$ cat config.mk
export PLATFORM = sky130hd
export DESIGN_NAME = dqs_ctrl
export DESIGN_NICKNAME = d
export VERILOG_FILES = /design/src/rtl/core/dqs_pkg.sv /design/src/rtl/core/dqs_ctrl.sv
export SDC_FILE = /design/constraint.sdc
export NUM_CORES = 1
export LEC_CHECK = 0
export BUFFER_PORTS_ARGS = -buffer_cell sky130_fd_sc_hd__buf_4
export CAP_MARGIN = 15
export CORE_AREA = 2 2 39 41
export DETAILED_ROUTE_END_ITERATION = 8
export DIE_AREA = 0 0 41 43
export GPL_ROUTABILITY_DRIVEN = 0
export PLACE_DENSITY_LB_ADDON = 0.12
export SLEW_MARGIN = 20
export SYNTH_ARGS = -nofsm -noshare
export SYNTH_HDL_FRONTEND = slang
export SYNTH_SLANG_ARGS = --single-unit
$ cat constraint.sdc
create_clock -name clk -period 3.24 [get_ports clk]
set_input_delay 0.162 -clock clk [delete_from_list [all_inputs] [get_ports clk]]
set_output_delay 0.162 -clock clk [all_outputs]
set_load 0.02 [all_outputs]
$ cat src/rtl/core/dqs_pkg.sv
// Shared types and constants for the deque with search.
// Holds operation codes, status codes, controller states and the
// command/status structs between controller and datapath. No dependencies.
`default_nettype none

package dqs_pkg;

  localparam int DQS_DEPTH_DEFAULT = 1024;

  localparam logic [2:0] OP_PUSH_BACK  = 3'd0;
  localparam logic [2:0] OP_PUSH_FRONT = 3'd1;
  localparam logic [2:0] OP_POP_FRONT  = 3'd2;
  localparam logic [2:0] OP_POP_BACK   = 3'd3;
  localparam logic [2:0] OP_SEARCH     = 3'd4;

  localparam logic [1:0] ST_OK    = 2'd0;
  localparam logic [1:0] ST_EMPTY = 2'd1;
  localparam logic [1:0] ST_FULL  = 2'd2;

  typedef enum logic [1:0] {
    S_IDLE,
    S_POP,
    S_SRCH
  } ctrl_state_t;

  typedef struct packed {
    logic       push_back;
    logic       push_front;
    logic       pop_front;
    logic       pop_back;
    logic       srch_load;
    logic       srch_run;
    logic       finish;
    logic       take_rd;
    logic       take_hit;
    logic [1:0] res_status;
  } dqs_cmd_t;

  typedef struct packed {
    logic empty;
    logic full;
    logic srch_done;
  } dqs_sts_t;

endpackage

`default_nettype wire

$ cat src/rtl/core/dqs_ctrl.sv
// Controller state machine for the deque with search.
// Decodes each word into datapath commands; depends on dqs_pkg.
`default_nettype none

module dqs_ctrl
  import dqs_pkg::*;
(
  input  wire logic       clk,
  input  wire logic       rst,
  input  wire logic       start,
  input  wire logic [2:0] func,
  input  wire dqs_sts_t   sts,
  output dqs_cmd_t        cmd,
  output logic            busy
);

  ctrl_state_t state, state_next;

  always_ff @(posedge clk) begin
    if (rst) begin
      state <= S_IDLE;
    end else begin
      state <= state_next;
    end
  end

  always_comb begin
    state_next = state;
    cmd        = '0;
    cmd.res_status = ST_OK;
    unique case (state)
      S_IDLE: begin
        if (start) begin
          unique case (func)
            OP_PUSH_BACK: begin
              cmd.finish = 1'b1;
              if (sts.full) begin
                cmd.res_status = ST_FULL;
              end else begin
                cmd.push_back = 1'b1;
              end
            end
            OP_PUSH_FRONT: begin
              cmd.finish = 1'b1;
              if (sts.full) begin
                cmd.res_status = ST_FULL;
              end else begin
                cmd.push_front = 1'b1;
              end
            end
            OP_POP_FRONT: begin
              if (sts.empty) begin
                cmd.finish     = 1'b1;
                cmd.res_status = ST_EMPTY;
              end else begin
                cmd.pop_front = 1'b1;
                state_next    = S_POP;
              end
            end
            OP_POP_BACK: begin
              cmd.finish = 1'b1;
              if (sts.empty) begin
                cmd.res_status = ST_EMPTY;
              end else begin
                cmd.pop_back = 1'b1;
              end
            end
            OP_SEARCH: begin
              if (sts.empty) begin
                cmd.finish     = 1'b1;
                cmd.res_status = ST_EMPTY;
              end else begin
                cmd.srch_load = 1'b1;
                state_next    = S_SRCH;
              end
            end
            default: begin
              cmd.finish = 1'b1;
            end
          endcase
        end
      end
      S_POP: begin
        cmd.finish  = 1'b1;
        cmd.take_rd = 1'b1;
        state_next  = S_IDLE;
      end
      S_SRCH: begin
        cmd.srch_run = 1'b1;
        if (sts.srch_done) begin
          cmd.finish   = 1'b1;
          cmd.take_hit = 1'b1;
          state_next   = S_IDLE;
        end
      end
      default: begin
        state_next = S_IDLE;
      end
    endcase
  end

  assign busy = (state != S_IDLE);

endmodule

`default_nettype wire

==> impl_metrics.env <==
export IMPL_status="complete, no violations"
export IMPL_hold_worst_slack_ns=0.0960
export IMPL_drtPass1Iterations=4
export IMPL_p_leak_uw=0.000214
export IMPL_cp_end_kind="primary output"
export IMPL_cp_arrival_ns=1.60
export IMPL_r2r_slack_ns=1.88
export IMPL_routed_via_density=4.12
export IMPL_htreeDepth=1
export IMPL_wl_met2_um=280
export IMPL_top_layer_used="met3"
export IMPL_cts_buffers=3
export IMPL_cts_clk_slew_worst_paths_ns=0.03
export IMPL_portBuffers=20
export IMPL_required_ns=3.08
export IMPL_path_class="reg -> out"
export IMPL_holdPathStages=2
export IMPL_min_period_ns=1.76
export IMPL_holdCritStartpoint="rst"
export IMPL_cp_max_fo=6
export IMPL_wl_met1_um=270
export IMPL_final_cells=67
export IMPL_largest_register="state"
export IMPL_final_common_cell="buf_4"
export IMPL_setup_slack_ns=1.48
export IMPL_clock_latency_ns=0.23
export IMPL_wl_per_cell_um=9.51
export IMPL_vias=276
export IMPL_critPathSlowestCell="or3b_1"
export IMPL_drtIter0Drc=10
export IMPL_utilization_pct=29.5
export IMPL_reg_top3="state: 2 flops"
export IMPL_syn_nets=38
export IMPL_mostFrequentLayoutCells="buf_4, inv_1, nor4_1, clkbuf_4"
export IMPL_dieArea_sq_mm=0.00176
export IMPL_tns_ns=0
export IMPL_rr_startpoint="state[0]$_SDFFE_PP0P_"
export IMPL_postCtsSetupBuffers=0
export IMPL_ys_seq_area_share_pct=18.2
export IMPL_syn_instance_count=29
export IMPL_ir_worst_vdd_uv=175
export IMPL_relSlewSlack_pct=81.8
export IMPL_maxCapViolations=0
export IMPL_cpPeakStageDelay_ns=0.49
export IMPL_fp_row_count=14
export IMPL_power_density_mw_per_mm2=274
export IMPL_ant_nets=0
export IMPL_period_share_pct=54.4
export IMPL_regToRegEndpoint="state[1]$_SDFFE_PP0P_"
export IMPL_cts_sinks=2
export IMPL_grt_max_degree=7
export IMPL_ys_seq_elements=2
export IMPL_largest_register_ff_count=2
export IMPL_worst_pin_slew_ns=0.270
export IMPL_drive_above_1_share_pct=52.9
export IMPL_finalClockSkew_ns=0.00614
export IMPL_fin_nets=62
export IMPL_whs_endpoint="state[1]$_SDFFE_PP0P_"
export IMPL_core_sq_mm=0.00138
export IMPL_yosysTopAreaCellShare_pct=18.2
export IMPL_cts_resized=0
export IMPL_die_x_um=41
export IMPL_dp_cells=64
export IMPL_cts_tree="yes"
export IMPL_critPathLaunchType="flop"
export IMPL_clk_root_buffer_cell="clkbuf_4"
export IMPL_initial_core_util_pct=15.9
export IMPL_syn_to_final_growth_pct=85.2
export IMPL_antennaDiodeCount=0
export IMPL_cts_hold_buf=0
export IMPL_ys_types=19
export IMPL_hp_class="in -> reg"
export IMPL_syn_area_sq_um=220
export IMPL_slew_violations=0
export IMPL_rsz0062_at_grt="false"
export IMPL_worstRegToRegCells=3
export IMPL_clock_fmax_ghz=0.567
export IMPL_track_usage_pct=9.41
export IMPL_grt_overflow=0
export IMPL_setup_viol=0
export IMPL_grt_pass1_vias=254
export IMPL_clk_path_buf_depth=2
export IMPL_dp_slack_ns=1.70
export IMPL_syn_area_per_cell_sq_um=7.59
export IMPL_yosys_warnings=0
export IMPL_synthTopCellsByArea="dfxtp_1, nor4_1, or3b_1"
export IMPL_crit_path_cell_trace="or3b_1 -> or3_4 -> inv_1 -> buf_4"
export IMPL_hold_viol=0
export IMPL_dp_hpwl_um=526
export IMPL_drc_errors=0
export IMPL_antenna_found_initial=0
export IMPL_synth_area_leader_cell="dfxtp_1"
export IMPL_routed_wl_um=637
export IMPL_dr_wl_met3_um=86
export IMPL_fp_dieH_um=43
export IMPL_grt_pass1_wl_mm=1.05
export IMPL_pin_count=21
## synth_stat cells
master and count:
nand2_1 1, nor2b_1 2, buf_2 1, nand2b_1 2, nor2_1 1, or3b_1 2
inv_1 4, nor4_1 3, a21oi_2 1, dfxtp_1 2, and2b_1 1, o31ai_1 1
and2_1 2, xnor2_1 1, or3_4 1, nor4b_1 1, nor4_2 1, or2_2 1
a211oi_1 1
## worst max-delay path by stage
stage	start	end	slack, ns	cells after the start
after detailed placement	state[0]$_SDFFE_PP0P_	cmd[10]	1.70	4
after CTS	state[0]$_SDFFE_PP0P_	cmd[10]	1.45	4
after global routing	state[0]$_SDFFE_PP0P_	cmd[10]	1.35	4
after floorplan	state[0]$_SDFFE_PP0P_	cmd[1]	1.48	3
after global placement	state[0]$_SDFFE_PP0P_	cmd[10]	1.71	4
final	state[0]$_SDFFE_PP0P_	cmd[6]	1.48	4
## area by class of cell
cell class                 instances  area [sq um]
tap                               16          20.0
fill                             159           976
sequential                         2          40.0
timing repair buffer              20           150
multi-input combinational         22           160
inverter                           4          15.0
clock buffer                       3          22.5
## logic make-up after synthesis
group / Yosys count / synth area share [%]
buffers and inverters: 5 / 9.09
xor gates and xnor gates: 1 / 3.98
and+or+nand+nor: 18 / 58.0
DFF: 2 / 18.2
AOI/OAI and AO/OA: 3 / 10.8
## power by group
part | internal (uW) | switching [uW]
clock | 40.9 | 14.4
sequential | 25.1 | 0.299
combinational | 15.6 | 15.4
## metrics by stage
step	cell area [sq um]	power [uW]
detailed placement	385	57.2
CTS	408	116
global placement	385	57.4
global route	408	124
finish	408	112
floorplan	220	40.1
## per-layer routing
metal,global-route usage [%],vias to the layer above
li1,-,147
met1,10.8,109
met2,11.9,20
met3,6.81,0
met4,6.00,0
met5,0,-
## worst max-delay path, delay by kind of cell, from the launching register on
kind | cells | cell delay [ns]
and+or+nand+nor | 2 | 0.87
DFF | 1 | 0.32
buffers and inverters | 2 | 0.19
Power figures use the tool's default switching activity.
